### config.mk
export PLATFORM = sky130hd
export DESIGN_NAME = dirty_tile_tracker
export DESIGN_NICKNAME = d
export VERILOG_FILES = /design/src/hw/rtl/dtt_pkg.sv /design/src/hw/rtl/dtt_front.sv /design/src/hw/rtl/dtt_queue.sv /design/src/hw/rtl/dtt_back.sv /design/src/hw/rtl/dirty_tile_tracker.sv
export SDC_FILE = /design/constraint.sdc
export NUM_CORES = 2
export LEC_CHECK = 0
export BUFFER_PORTS_ARGS = -buffer_cell sky130_fd_sc_hd__buf_4
export CAP_MARGIN = 20
export CORE_AREA = 8 8 404 406
export CTS_CLUSTER_SIZE = 14
export DETAILED_ROUTE_END_ITERATION = 8
export DIE_AREA = 0 0 412 414
export MAX_ROUTING_LAYER = met4
export PLACE_DENSITY_LB_ADDON = 0.2
export SYNTH_ARGS = -nofsm -noshare
export SYNTH_HDL_FRONTEND = slang
export SYNTH_SLANG_ARGS = --single-unit
### constraint.sdc
create_clock -name clk -period 3.65 [get_ports clk]
set_input_delay 0.73 -clock clk [delete_from_list [all_inputs] [get_ports clk]]
set_output_delay 0.73 -clock clk [all_outputs]
set_load 0.01 [all_outputs]
### src/hw/rtl/dtt_pkg.sv
// Shared types, codes and constants of the dirty tile tracker.
package dtt_pkg;

  localparam int DEF_TILE_COLS   = 20;
  localparam int DEF_TILE_ROWS   = 15;
  localparam int DEF_QUEUE_DEPTH = 2;

  localparam int NUM_SETS = 6;

  // Request codes on req_type.
  localparam logic [2:0] REQ_INVAL     = 3'd0;
  localparam logic [2:0] REQ_QUERY     = 3'd1;
  localparam logic [2:0] REQ_END_FRAME = 3'd2;
  localparam logic [2:0] REQ_CLR_FG    = 3'd3;
  localparam logic [2:0] REQ_CLR_SETS  = 3'd4;

  // Target codes on target_set.
  localparam logic [1:0] TGT_NEWEST = 2'd0;

  // Fixed set indexes.
  localparam logic [2:0] CARRY_SET   = 3'd3;
  localparam logic [2:0] FG_SET      = 3'd4;
  localparam logic [2:0] HALF_FG_SET = 3'd5;

  // Layer codes.
  localparam logic [1:0] LAYER_FG   = 2'd0;
  localparam logic [1:0] LAYER_HALF = 2'd1;
  localparam logic [1:0] LAYER_BG1  = 2'd2;

  // Rotating set indexes after reset.
  localparam logic [1:0] NEWEST_RST   = 2'd2;
  localparam logic [1:0] PREVIOUS_RST = 2'd1;
  localparam logic [1:0] OLDEST_RST   = 2'd0;
  localparam logic [1:0] LAST_ROT     = 2'd2;

  typedef struct packed {
    logic [2:0]         req_type;
    logic signed [11:0] rect_left;
    logic signed [11:0] rect_top;
    logic signed [11:0] rect_right;
    logic signed [11:0] rect_bottom;
    logic [1:0]         target_set;
    logic [4:0]         tile_col;
    logic [3:0]         tile_row;
  } in_item_t;

  typedef struct packed {
    logic       redraw;
    logic [1:0] layer_code;
  } out_item_t;

  typedef enum logic [2:0] {
    OP_NOP,
    OP_INVAL,
    OP_QUERY,
    OP_FRAME,
    OP_CLR_FG,
    OP_CLR_SETS
  } op_t;

  // Classified request as it travels from the front end to the back end.
  typedef struct packed {
    op_t        op;
    logic [1:0] target;
    logic [5:0] col_lo;
    logic [4:0] col_hi;
    logic [6:0] row_lo;
    logic [6:0] row_hi;
    logic [4:0] q_col;
    logic [3:0] q_row;
  } cmd_t;

  typedef enum logic {
    BK_IDLE,
    BK_WALK
  } bk_state_t;

endpackage

### src/hw/rtl/dtt_front.sv
// Front end: accepts requests, clamps rectangles to tile bounds and classifies them.
module dtt_front #(
  parameter int TILE_COLS = dtt_pkg::DEF_TILE_COLS,
  parameter int TILE_ROWS = dtt_pkg::DEF_TILE_ROWS
) (
  input  logic             start,
  input  logic             q_full,
  input  dtt_pkg::in_item_t in_item,
  output logic             busy,
  output logic             push,
  output dtt_pkg::cmd_t    cmd
);

  localparam logic [6:0] ROW_LAST = 7'(TILE_ROWS - 1);
  localparam logic [6:0] COLS_LIM = 7'(TILE_COLS);
  localparam logic [6:0] ROWS_LIM = 7'(TILE_ROWS);

  logic signed [11:0] l_s, t_s, r_s, b_s;
  logic [11:0] l_pos, t_pos, r_clip, b_clip;
  logic [5:0]  col_lo;
  logic [4:0]  col_hi;
  logic [6:0]  row_lo;
  logic [6:0]  row_hi;
  logic [6:0]  b_row;
  logic        empty;
  logic        in_range;

  assign busy = q_full;
  assign push = start && !q_full;

  always_comb begin
    l_s = in_item.rect_left;
    t_s = in_item.rect_top;
    r_s = in_item.rect_right;
    b_s = in_item.rect_bottom;

    l_pos  = l_s[11] ? 12'd0 : l_s;
    t_pos  = t_s[11] ? 12'd0 : t_s;
    // Negative right or bottom edges above one tile span still truncate to tile zero.
    r_clip = r_s[11] ? 12'd0 : ((r_s > 12'sd639) ? 12'd639 : r_s);
    b_clip = b_s[11] ? 12'd0 : ((b_s > 12'sd239) ? 12'd239 : b_s);

    col_lo = l_pos[10:5];
    row_lo = t_pos[10:4];
    col_hi = r_clip[9:5];
    b_row  = {3'd0, b_clip[7:4]};
    row_hi = (b_row > ROW_LAST) ? ROW_LAST : b_row;

    empty = (r_s <= -12'sd32) || (b_s <= -12'sd16) ||
            (col_lo > {1'b0, col_hi}) || (row_lo > row_hi) ||
            ({1'b0, col_lo} >= COLS_LIM);

    in_range = ({2'd0, in_item.tile_col} < COLS_LIM) &&
               ({3'd0, in_item.tile_row} < ROWS_LIM);

    cmd        = '0;
    cmd.target = in_item.target_set;
    cmd.col_lo = col_lo;
    cmd.col_hi = col_hi;
    cmd.row_lo = row_lo;
    cmd.row_hi = row_hi;
    cmd.q_col  = in_item.tile_col;
    cmd.q_row  = in_item.tile_row;
    unique case (in_item.req_type)
      dtt_pkg::REQ_INVAL:     cmd.op = empty ? dtt_pkg::OP_NOP : dtt_pkg::OP_INVAL;
      dtt_pkg::REQ_QUERY:     cmd.op = in_range ? dtt_pkg::OP_QUERY : dtt_pkg::OP_NOP;
      dtt_pkg::REQ_END_FRAME: cmd.op = dtt_pkg::OP_FRAME;
      dtt_pkg::REQ_CLR_FG:    cmd.op = dtt_pkg::OP_CLR_FG;
      dtt_pkg::REQ_CLR_SETS:  cmd.op = dtt_pkg::OP_CLR_SETS;
      default:                cmd.op = dtt_pkg::OP_NOP;
    endcase
  end

endmodule

### src/hw/rtl/dtt_queue.sv
// Short queue of classified requests between the front end and the back end.
module dtt_queue #(
  parameter int DEPTH = dtt_pkg::DEF_QUEUE_DEPTH
) (
  input  logic          clk,
  input  logic          rst_n,
  input  logic          push,
  input  dtt_pkg::cmd_t push_cmd,
  input  logic          pop,
  output logic          full,
  output logic          not_empty,
  output dtt_pkg::cmd_t head
);

  localparam int PTR_W = (DEPTH > 1) ? $clog2(DEPTH) : 1;
  localparam int CNT_W = $clog2(DEPTH + 1);
  localparam logic [PTR_W-1:0] PTR_LAST = PTR_W'(DEPTH - 1);

  dtt_pkg::cmd_t    mem_r [DEPTH];
  logic [PTR_W-1:0] wr_ptr_r, wr_ptr_nxt;
  logic [PTR_W-1:0] rd_ptr_r, rd_ptr_nxt;
  logic [CNT_W-1:0] count_r, count_nxt;

  assign full      = (count_r == CNT_W'(DEPTH));
  assign not_empty = (count_r != '0);
  assign head      = mem_r[rd_ptr_r];

  always_comb begin
    wr_ptr_nxt = wr_ptr_r;
    rd_ptr_nxt = rd_ptr_r;
    count_nxt  = count_r;
    if (push) begin
      wr_ptr_nxt = (wr_ptr_r == PTR_LAST) ? '0 : wr_ptr_r + PTR_W'(1);
    end
    if (pop) begin
      rd_ptr_nxt = (rd_ptr_r == PTR_LAST) ? '0 : rd_ptr_r + PTR_W'(1);
    end
    if (push && !pop) begin
      count_nxt = count_r + CNT_W'(1);
    end else if (pop && !push) begin
      count_nxt = count_r - CNT_W'(1);
    end
  end

  always_ff @(posedge clk) begin
    if (!rst_n) begin
      wr_ptr_r <= '0;
      rd_ptr_r <= '0;
      count_r  <= '0;
    end else begin
      wr_ptr_r <= wr_ptr_nxt;
      rd_ptr_r <= rd_ptr_nxt;
      count_r  <= count_nxt;
    end
  end

  always_ff @(posedge clk) begin
    if (push) begin
      mem_r[wr_ptr_r] <= push_cmd;
    end
  end

endmodule

### src/hw/rtl/dtt_back.sv
// Back end: holds the six tile bitmaps and carries out requests one tile row a cycle.
module dtt_back #(
  parameter int TILE_COLS = dtt_pkg::DEF_TILE_COLS,
  parameter int TILE_ROWS = dtt_pkg::DEF_TILE_ROWS
) (
  input  logic               clk,
  input  logic               rst_n,
  input  logic               cfg_we,
  input  logic               cfg_wdata,
  input  logic               q_valid,
  input  dtt_pkg::cmd_t      q_head,
  output logic               pop,
  output logic               out_valid,
  output dtt_pkg::out_item_t out_item
);

  localparam int ROW_W = (TILE_ROWS > 1) ? $clog2(TILE_ROWS) : 1;
  localparam int COL_W = (TILE_COLS > 1) ? $clog2(TILE_COLS) : 1;
  localparam logic [ROW_W-1:0] ROW_LAST = ROW_W'(TILE_ROWS - 1);

  dtt_pkg::bk_state_t state_r, state_nxt;
  dtt_pkg::cmd_t      cur_r, cur_nxt;
  logic [ROW_W-1:0]   row_r, row_nxt;
  logic [ROW_W-1:0]   end_r, end_nxt;
  logic [2:0]         tgt_r, tgt_nxt;
  logic [1:0]         newest_r, newest_nxt;
  logic [1:0]         previous_r, previous_nxt;
  logic [1:0]         oldest_r, oldest_nxt;
  logic               render_en_r;
  logic               out_valid_r, out_valid_nxt;
  dtt_pkg::out_item_t out_item_r, out_item_nxt;

  logic [TILE_COLS-1:0] rows_r  [dtt_pkg::NUM_SETS][TILE_ROWS];
  logic [TILE_COLS-1:0] rd      [dtt_pkg::NUM_SETS];
  logic [TILE_COLS-1:0] wr_data [dtt_pkg::NUM_SETS];
  logic [dtt_pkg::NUM_SETS-1:0] wr_en;
  logic [TILE_COLS-1:0] col_mask;

  logic [ROW_W-1:0] rd_row;
  logic [6:0]       q_row_ext;
  logic [5:0]       q_col_ext;
  logic [COL_W-1:0] q_col;
  logic             walk_last;
  logic             older, any_set, fg_hit, half_hit;

  assign out_valid = out_valid_r;
  assign out_item  = out_item_r;
  assign walk_last = (row_r == end_r);
  assign pop       = (state_r == dtt_pkg::BK_IDLE) && q_valid;

  assign q_row_ext = {3'd0, q_head.q_row};
  assign q_col_ext = {1'b0, q_head.q_col};
  assign q_col     = q_col_ext[COL_W-1:0];
  // The row walk and a query never overlap, so each set is read at one row only.
  assign rd_row    = (state_r == dtt_pkg::BK_IDLE) ? q_row_ext[ROW_W-1:0] : row_r;

  always_comb begin
    for (int s = 0; s < dtt_pkg::NUM_SETS; s++) begin
      rd[s] = rows_r[s][rd_row];
    end
    for (int c = 0; c < TILE_COLS; c++) begin
      col_mask[c] = (7'(c) >= {1'b0, cur_r.col_lo}) && (7'(c) <= {2'd0, cur_r.col_hi});
    end
  end

  // Query rule on the tile at the head of the queue.
  always_comb begin
    older    = rd[{1'b0, previous_r}][q_col] || rd[{1'b0, oldest_r}][q_col] ||
               rd[dtt_pkg::CARRY_SET][q_col];
    any_set  = older || rd[{1'b0, newest_r}][q_col];
    fg_hit   = rd[dtt_pkg::FG_SET][q_col];
    half_hit = rd[dtt_pkg::HALF_FG_SET][q_col];
  end

  always_comb begin
    state_nxt = state_r;
    unique case (state_r)
      dtt_pkg::BK_IDLE: begin
        if (q_valid) begin
          case (q_head.op) inside
            dtt_pkg::OP_INVAL, dtt_pkg::OP_CLR_FG, dtt_pkg::OP_CLR_SETS:
              state_nxt = dtt_pkg::BK_WALK;
            dtt_pkg::OP_FRAME:
              state_nxt = render_en_r ? dtt_pkg::BK_WALK : dtt_pkg::BK_IDLE;
            default:
              state_nxt = dtt_pkg::BK_IDLE;
          endcase
        end
      end
      dtt_pkg::BK_WALK: begin
        if (walk_last) begin
          state_nxt = dtt_pkg::BK_IDLE;
        end
      end
      default: state_nxt = dtt_pkg::BK_IDLE;
    endcase
  end

  always_comb begin
    cur_nxt       = cur_r;
    row_nxt       = row_r;
    end_nxt       = end_r;
    tgt_nxt       = tgt_r;
    newest_nxt    = newest_r;
    previous_nxt  = previous_r;
    oldest_nxt    = oldest_r;
    out_valid_nxt = 1'b0;
    out_item_nxt  = '0;
    wr_en         = '0;
    for (int s = 0; s < dtt_pkg::NUM_SETS; s++) begin
      wr_data[s] = '0;
    end

    unique case (state_r)
      dtt_pkg::BK_IDLE: begin
        if (q_valid) begin
          cur_nxt = q_head;
          row_nxt = '0;
          end_nxt = ROW_LAST;
          tgt_nxt = (q_head.target == dtt_pkg::TGT_NEWEST) ? {1'b0, newest_r} :
                                                             {1'b0, q_head.target} + 3'd2;
          case (q_head.op) inside
            dtt_pkg::OP_INVAL: begin
              row_nxt = q_head.row_lo[ROW_W-1:0];
              end_nxt = q_head.row_hi[ROW_W-1:0];
            end
            dtt_pkg::OP_FRAME: begin
              if (render_en_r) begin
                oldest_nxt   = previous_r;
                previous_nxt = newest_r;
                newest_nxt   = (newest_r == dtt_pkg::LAST_ROT) ? 2'd0 : newest_r + 2'd1;
              end else begin
                out_valid_nxt = 1'b1;
              end
            end
            dtt_pkg::OP_QUERY: begin
              out_valid_nxt = 1'b1;
              if (render_en_r) begin
                if (fg_hit) begin
                  out_item_nxt.redraw     = any_set;
                  out_item_nxt.layer_code = dtt_pkg::LAYER_FG;
                end else if (half_hit) begin
                  out_item_nxt.redraw     = any_set;
                  out_item_nxt.layer_code = any_set ? dtt_pkg::LAYER_HALF : dtt_pkg::LAYER_FG;
                end else begin
                  out_item_nxt.redraw     = older;
                  out_item_nxt.layer_code = older ? dtt_pkg::LAYER_BG1 : dtt_pkg::LAYER_FG;
                end
              end
            end
            dtt_pkg::OP_CLR_FG, dtt_pkg::OP_CLR_SETS: begin
              out_valid_nxt = 1'b0;
            end
            default: begin
              out_valid_nxt = 1'b1;
            end
          endcase
        end
      end
      dtt_pkg::BK_WALK: begin
        row_nxt = row_r + ROW_W'(1);
        if (walk_last) begin
          out_valid_nxt = 1'b1;
        end
        for (int s = 0; s < dtt_pkg::NUM_SETS; s++) begin
          case (cur_r.op)
            dtt_pkg::OP_INVAL: begin
              wr_en[s]   = (3'(s) == tgt_r);
              wr_data[s] = rd[s] | col_mask;
            end
            dtt_pkg::OP_FRAME: begin
              // The rotation was applied when the request was taken.
              if (3'(s) == {1'b0, oldest_r}) begin
                wr_en[s]   = 1'b1;
                wr_data[s] = rd[s] | rd[dtt_pkg::CARRY_SET];
              end else if (3'(s) == {1'b0, newest_r} || 3'(s) == dtt_pkg::CARRY_SET) begin
                wr_en[s] = 1'b1;
              end
            end
            dtt_pkg::OP_CLR_FG: begin
              wr_en[s] = (3'(s) == dtt_pkg::FG_SET) || (3'(s) == dtt_pkg::HALF_FG_SET);
            end
            dtt_pkg::OP_CLR_SETS: begin
              wr_en[s] = (3'(s) < dtt_pkg::FG_SET);
            end
            default: begin
              wr_en[s] = 1'b0;
            end
          endcase
        end
      end
      default: begin
        out_valid_nxt = 1'b0;
      end
    endcase
  end

  always_ff @(posedge clk) begin
    if (!rst_n) begin
      state_r     <= dtt_pkg::BK_IDLE;
      newest_r    <= dtt_pkg::NEWEST_RST;
      previous_r  <= dtt_pkg::PREVIOUS_RST;
      oldest_r    <= dtt_pkg::OLDEST_RST;
      render_en_r <= 1'b1;
      out_valid_r <= 1'b0;
      for (int s = 0; s < dtt_pkg::NUM_SETS; s++) begin
        for (int r = 0; r < TILE_ROWS; r++) begin
          rows_r[s][r] <= '0;
        end
      end
    end else begin
      state_r     <= state_nxt;
      newest_r    <= newest_nxt;
      previous_r  <= previous_nxt;
      oldest_r    <= oldest_nxt;
      out_valid_r <= out_valid_nxt;
      if (cfg_we) begin
        render_en_r <= cfg_wdata;
      end
      for (int s = 0; s < dtt_pkg::NUM_SETS; s++) begin
        if (wr_en[s]) begin
          rows_r[s][row_r] <= wr_data[s];
        end
      end
    end
  end

  always_ff @(posedge clk) begin
    cur_r      <= cur_nxt;
    row_r      <= row_nxt;
    end_r      <= end_nxt;
    tgt_r      <= tgt_nxt;
    out_item_r <= out_item_nxt;
  end

`ifndef SYNTH
  a_rot_distinct: assert property (@(posedge clk) disable iff (!rst_n)
    (newest_r != previous_r) && (newest_r != oldest_r) && (previous_r != oldest_r) &&
    (newest_r <= dtt_pkg::LAST_ROT) && (previous_r <= dtt_pkg::LAST_ROT) &&
    (oldest_r <= dtt_pkg::LAST_ROT))
    else $error("rotating set indexes collide");

  a_walk_bound: assert property (@(posedge clk) disable iff (!rst_n)
    (state_r == dtt_pkg::BK_WALK) |-> (row_r <= end_r))
    else $error("row walk ran past its last row");

  a_walk_result: assert property (@(posedge clk) disable iff (!rst_n)
    (state_r == dtt_pkg::BK_WALK) && walk_last |=> out_valid_r)
    else $error("finished row walk gave no result");

  a_no_redraw_layer: assert property (@(posedge clk) disable iff (!rst_n)
    out_valid_r && !out_item_r.redraw |-> (out_item_r.layer_code == dtt_pkg::LAYER_FG))
    else $error("layer code set without redraw");
`endif

endmodule

### src/hw/rtl/dirty_tile_tracker.sv
// Top level of the dirty tile tracker: front end, request queue and back end.
//
// Requests are taken when start is high and busy is low; busy rises only while
// the request queue (QUEUE_DEPTH entries) is full. Every request gives exactly
// one result, shown for a single cycle with out_valid high, and the receiver
// cannot stall it. The back end takes one queued request per cycle when idle;
// a tile query, an ignored request or an end of frame with rendering disabled
// gives its result on the cycle after it is taken. An invalidate walks the
// covered tile rows, one row per cycle, and an end of frame or a clear walks all
// TILE_ROWS rows (15 by default), with its result in the cycle after the last
// row. The tile bitmaps sit in flip-flops that reset clears at once, so no
// clearing pass is needed. render_enable is written through cfg_we and
// cfg_wdata; the user must do so only while idle, as the block does not check.
module dirty_tile_tracker #(
  parameter int TILE_COLS   = dtt_pkg::DEF_TILE_COLS,
  parameter int TILE_ROWS   = dtt_pkg::DEF_TILE_ROWS,
  parameter int QUEUE_DEPTH = dtt_pkg::DEF_QUEUE_DEPTH
) (
  input  logic               clk,
  input  logic               rst_n,
  input  logic               start,
  output logic               busy,
  input  dtt_pkg::in_item_t  in_item,
  output logic               out_valid,
  output dtt_pkg::out_item_t out_item,
  input  logic               cfg_we,
  input  logic               cfg_wdata
);

  logic          push;
  logic          pop;
  logic          q_full;
  logic          q_valid;
  dtt_pkg::cmd_t push_cmd;
  dtt_pkg::cmd_t q_head;

  dtt_front #(
    .TILE_COLS (TILE_COLS),
    .TILE_ROWS (TILE_ROWS)
  ) u_front (
    .start   (start),
    .q_full  (q_full),
    .in_item (in_item),
    .busy    (busy),
    .push    (push),
    .cmd     (push_cmd)
  );

  dtt_queue #(
    .DEPTH (QUEUE_DEPTH)
  ) u_queue (
    .clk       (clk),
    .rst_n     (rst_n),
    .push      (push),
    .push_cmd  (push_cmd),
    .pop       (pop),
    .full      (q_full),
    .not_empty (q_valid),
    .head      (q_head)
  );

  dtt_back #(
    .TILE_COLS (TILE_COLS),
    .TILE_ROWS (TILE_ROWS)
  ) u_back (
    .clk       (clk),
    .rst_n     (rst_n),
    .cfg_we    (cfg_we),
    .cfg_wdata (cfg_wdata),
    .q_valid   (q_valid),
    .q_head    (q_head),
    .pop       (pop),
    .out_valid (out_valid),
    .out_item  (out_item)
  );

endmodule

==> flow_summary.ini <==
[grt]
grt_pass1_wl_um = 500200
grt_pass1_vias = 69396
grt_max_degree = 81
antenna_found_initial = 28
grt-ovfl-total = 0
grt_usage_pct = 41.88

[logic_synthesis]
yosysTopAreaCell = edfxtp_1
syn_nets = 7933
synth_top_family_by_area = simple AND/OR/NAND/NOR gates
seq_area_frac_synth_pct = 63.44
synth_compound_area_share_pct = 10.00
synth.distinct_cells = 99
yosys_warnings = 0
synth_top_area_share_pct = 63.06
syn_area_per_cell_sq_um = 11.47
synth_xor_area_share_pct = 0.08754
ys_async_sr_fraction_pct = 0
synth.area.top_cells = edfxtp_1 (63%), nor2_1 (8.1%), nand2_1 (3.6%), mux4_2 (3.1%), mux2i_1 (2.2%)
synth-seq-cells = 1908
synth_simple_gate_area_share_pct = 15.18
synth_flop_cell = edfxtp_1
netlist_area_sq_um = 90050
synthMuxAreaShare_pct = 6.788
synthAdderAreaFrac_pct = 0.1945
synth-edff-count = 1891
synth_cells = 7852

[placement]
numPlacedInstances = 10434
port_buffers = 62
place_congestion = 1.060
dp_hpwl_um = 243700
place_ws_ps = -774.8

[clock_tree]
cts_sinks = 1908
root_buffer = clkbuf_16
clock_path_buffers = 3
numCtsBuffers = 192
clk_pin_slew_ps = 60
h-tree-depth = 4
cts-hold-fix-buffers = 0
clkLatencyLatePin_ps = 870
cts_tree = yes

[cells_and_area]
final_cell_mix = nor2_1 (1,901), edfxtp_1 (1,891), buf_4 (1,026)
stdcell_count = 10920
areaGrowthSynthToFinish_pct = 22.04
drive_above_1_share_pct = 23.29
layout_commonest_cell = nor2_1
nets = 8737

[setup_path]
startpoint_type = flip-flop
path_max_fanout = 7
critPathCaptureType = flip-flop
crit_required_ps = 4430
cp_num_buf_inv = 8
worstPathCellList = buf_6 > mux2i_4 > a21oi_4 > buf_6 > buf_12 > buf_12 > buf_6 > buf_4 > a221oi_4 > or3_4 > o221ai_2 > a21oi_2 > buf_4 > mux4_2 > a21o_1 > a311oi_1 > buf_4 > o211ai_1 > nand3_1 > a21o_1
slowest_stage = mux4_2
cp.arrival_ps = 5010
critical_path.top_delay_family = buffers and inverters
crit_type = reg -> reg
cp_slowest_stage_delay_ps = 480

[run_status]
violations = DRC, setup timing
outcome = finished with violations

[drt]
ant_nets = 0
dr.first_iter.drc_count = 12283
drtPass1Iterations = 9
routed_wl_um = 362800
via_per_inst = 6.751
drc_errors = 1
vias = 73717
drt-wirelength-per-cell_um = 33.22

[floorplanning]
initial_core_util_pct = 57.32
io_pins = 72
fp.dieArea_sq_um = 170600
die_w_um = 412
die_h_um = 414
num_rows = 146
fp.coreArea_sq_um = 157100

[power_and_ir_drop]
seq_power_share_pct = 26.7
power_frac_clock_pct = 19.8
p_sw_mw = 40.64
p_per_area_nw_per_um2 = 877.8
peakVddDrop_mv = 0.6260
swShare_pct = 42.14
intPower_mw = 55.81
combPwrFrac_pct = 53.4
p_leak_nw = 39.26

[worst_hold_path]
hp-class = in -> reg

[flow_run]
max-cap-violations = 0

[sta]
hold_viol = 0
setup_violations = 52
report.final.slew_viol_count = 0
max-slew-margin-rel_pct = 37.50
fmax_mhz = 236.6
fin_crit_ps = 4226
rsz0062_at_grt = true
setup-tns-final_ps = -3954
tightest_slew_ps = 936.2
fin_skew_ps = 38.20
worst_slack_ps = -576.0
finalCritPeriodShare_pct = 115.8
## cells in the mapped netlist (95+ instances only)
library cell and count:
o21ai_0 155, nand3_1 152, mux2i_1 195, edfxtp_1 1891
mux4_2 123, clkbuf_1 457, a221oi_1 102, inv_1 95
buf_2 130, nor2_1 1932, o211ai_1 126, mux2_2 109
nand2_1 868, a21oi_1 373
## repair_timing
action / CTS / global route
cloned: 12 / 20
endpoints found under the setup margin: 487 / 727
pin swaps: 20 / 56
setup buffers: 24 / 48
gates resized for setup: 113 / 243
## power groups by stage
stage | Clock [mW] | Combinational, mW | Sequential, mW
finish | 19.1 | 51.5 | 25.8
global placement | 0 | 44.7 | 26.2
CTS | 19.1 | 47.1 | 25.8
global route | 19.9 | 51.9 | 25.9
detailed placement | 0 | 44.8 | 26.2
floorplan | 0 | 20.6 | 25.8
## per-layer routing
layer  share of wire [%]  GRT usage (%)  up-vias
met3                  13          10.03     1382
met4                 7.5          24.21        0
met5                   0              -        -
met1                  34          52.75    36014
li1                    -              -    30099
met2                  45          62.27     6222
## worst paths after layout
path	start	endpoint	slack, ps	cells past startpoint
max reg2reg	flip-flop	u_back.out_item[2]	-580	20
max	flip-flop	u_back.out_item[2]	-580	20
min	in_item[7]	u_queue.mem_r[0][7]	70	1
min reg2reg	u_back.render_en_r	u_back.render_en_r	540	2
## sequential cells by signal, summed over array words and instances, names as in the netlist, 3 cells and up, named ones only
signal	cells
u_back.out_item	3
u_back.tgt_r	3
u_queue.mem_r	66
u_back.end_r	4
u_back.cur_r	14
u_back.row_r	4
u_back.rows_r	1800
## cell type report
cell class,instances,area (sq um)
timing repair buffer,1335,13520
antenna,38,95.09
multi-input combinational,5119,30210
fill,10964,47210
clock buffer,247,5074
clock inverter,101,895.9
tap,2072,2592
sequential,1908,57130
inverter,100,375.4
## metrics by stage
step | instance area, sq um | total power, mW | hold slack, ps | util (%)
after floorplan | 90050 | 46.49 | 463.6 | -
after global placement | 100900 | 70.82 | 491.3 | 64.25
after detailed placement | 101000 | 71.03 | 534.8 | 64.27
after CTS | 108100 | 91.97 | 16.64 | 68.79
after global routing | 109900 | 97.71 | 40.35 | 69.94
final | 109900 | 96.46 | 66.43 | 69.95
## cells by family after synthesis
family / after synthesis
multiplexers: 439
AND/OR/NAND/NOR: 3334
flip-flops: 1908
XOR/XNOR: 9
adder cells (fa/ha/maj): 14
AO/OA/AOI/OAI: 1323
buffers and inverters: 825
Power figures use the tool's default switching activity.
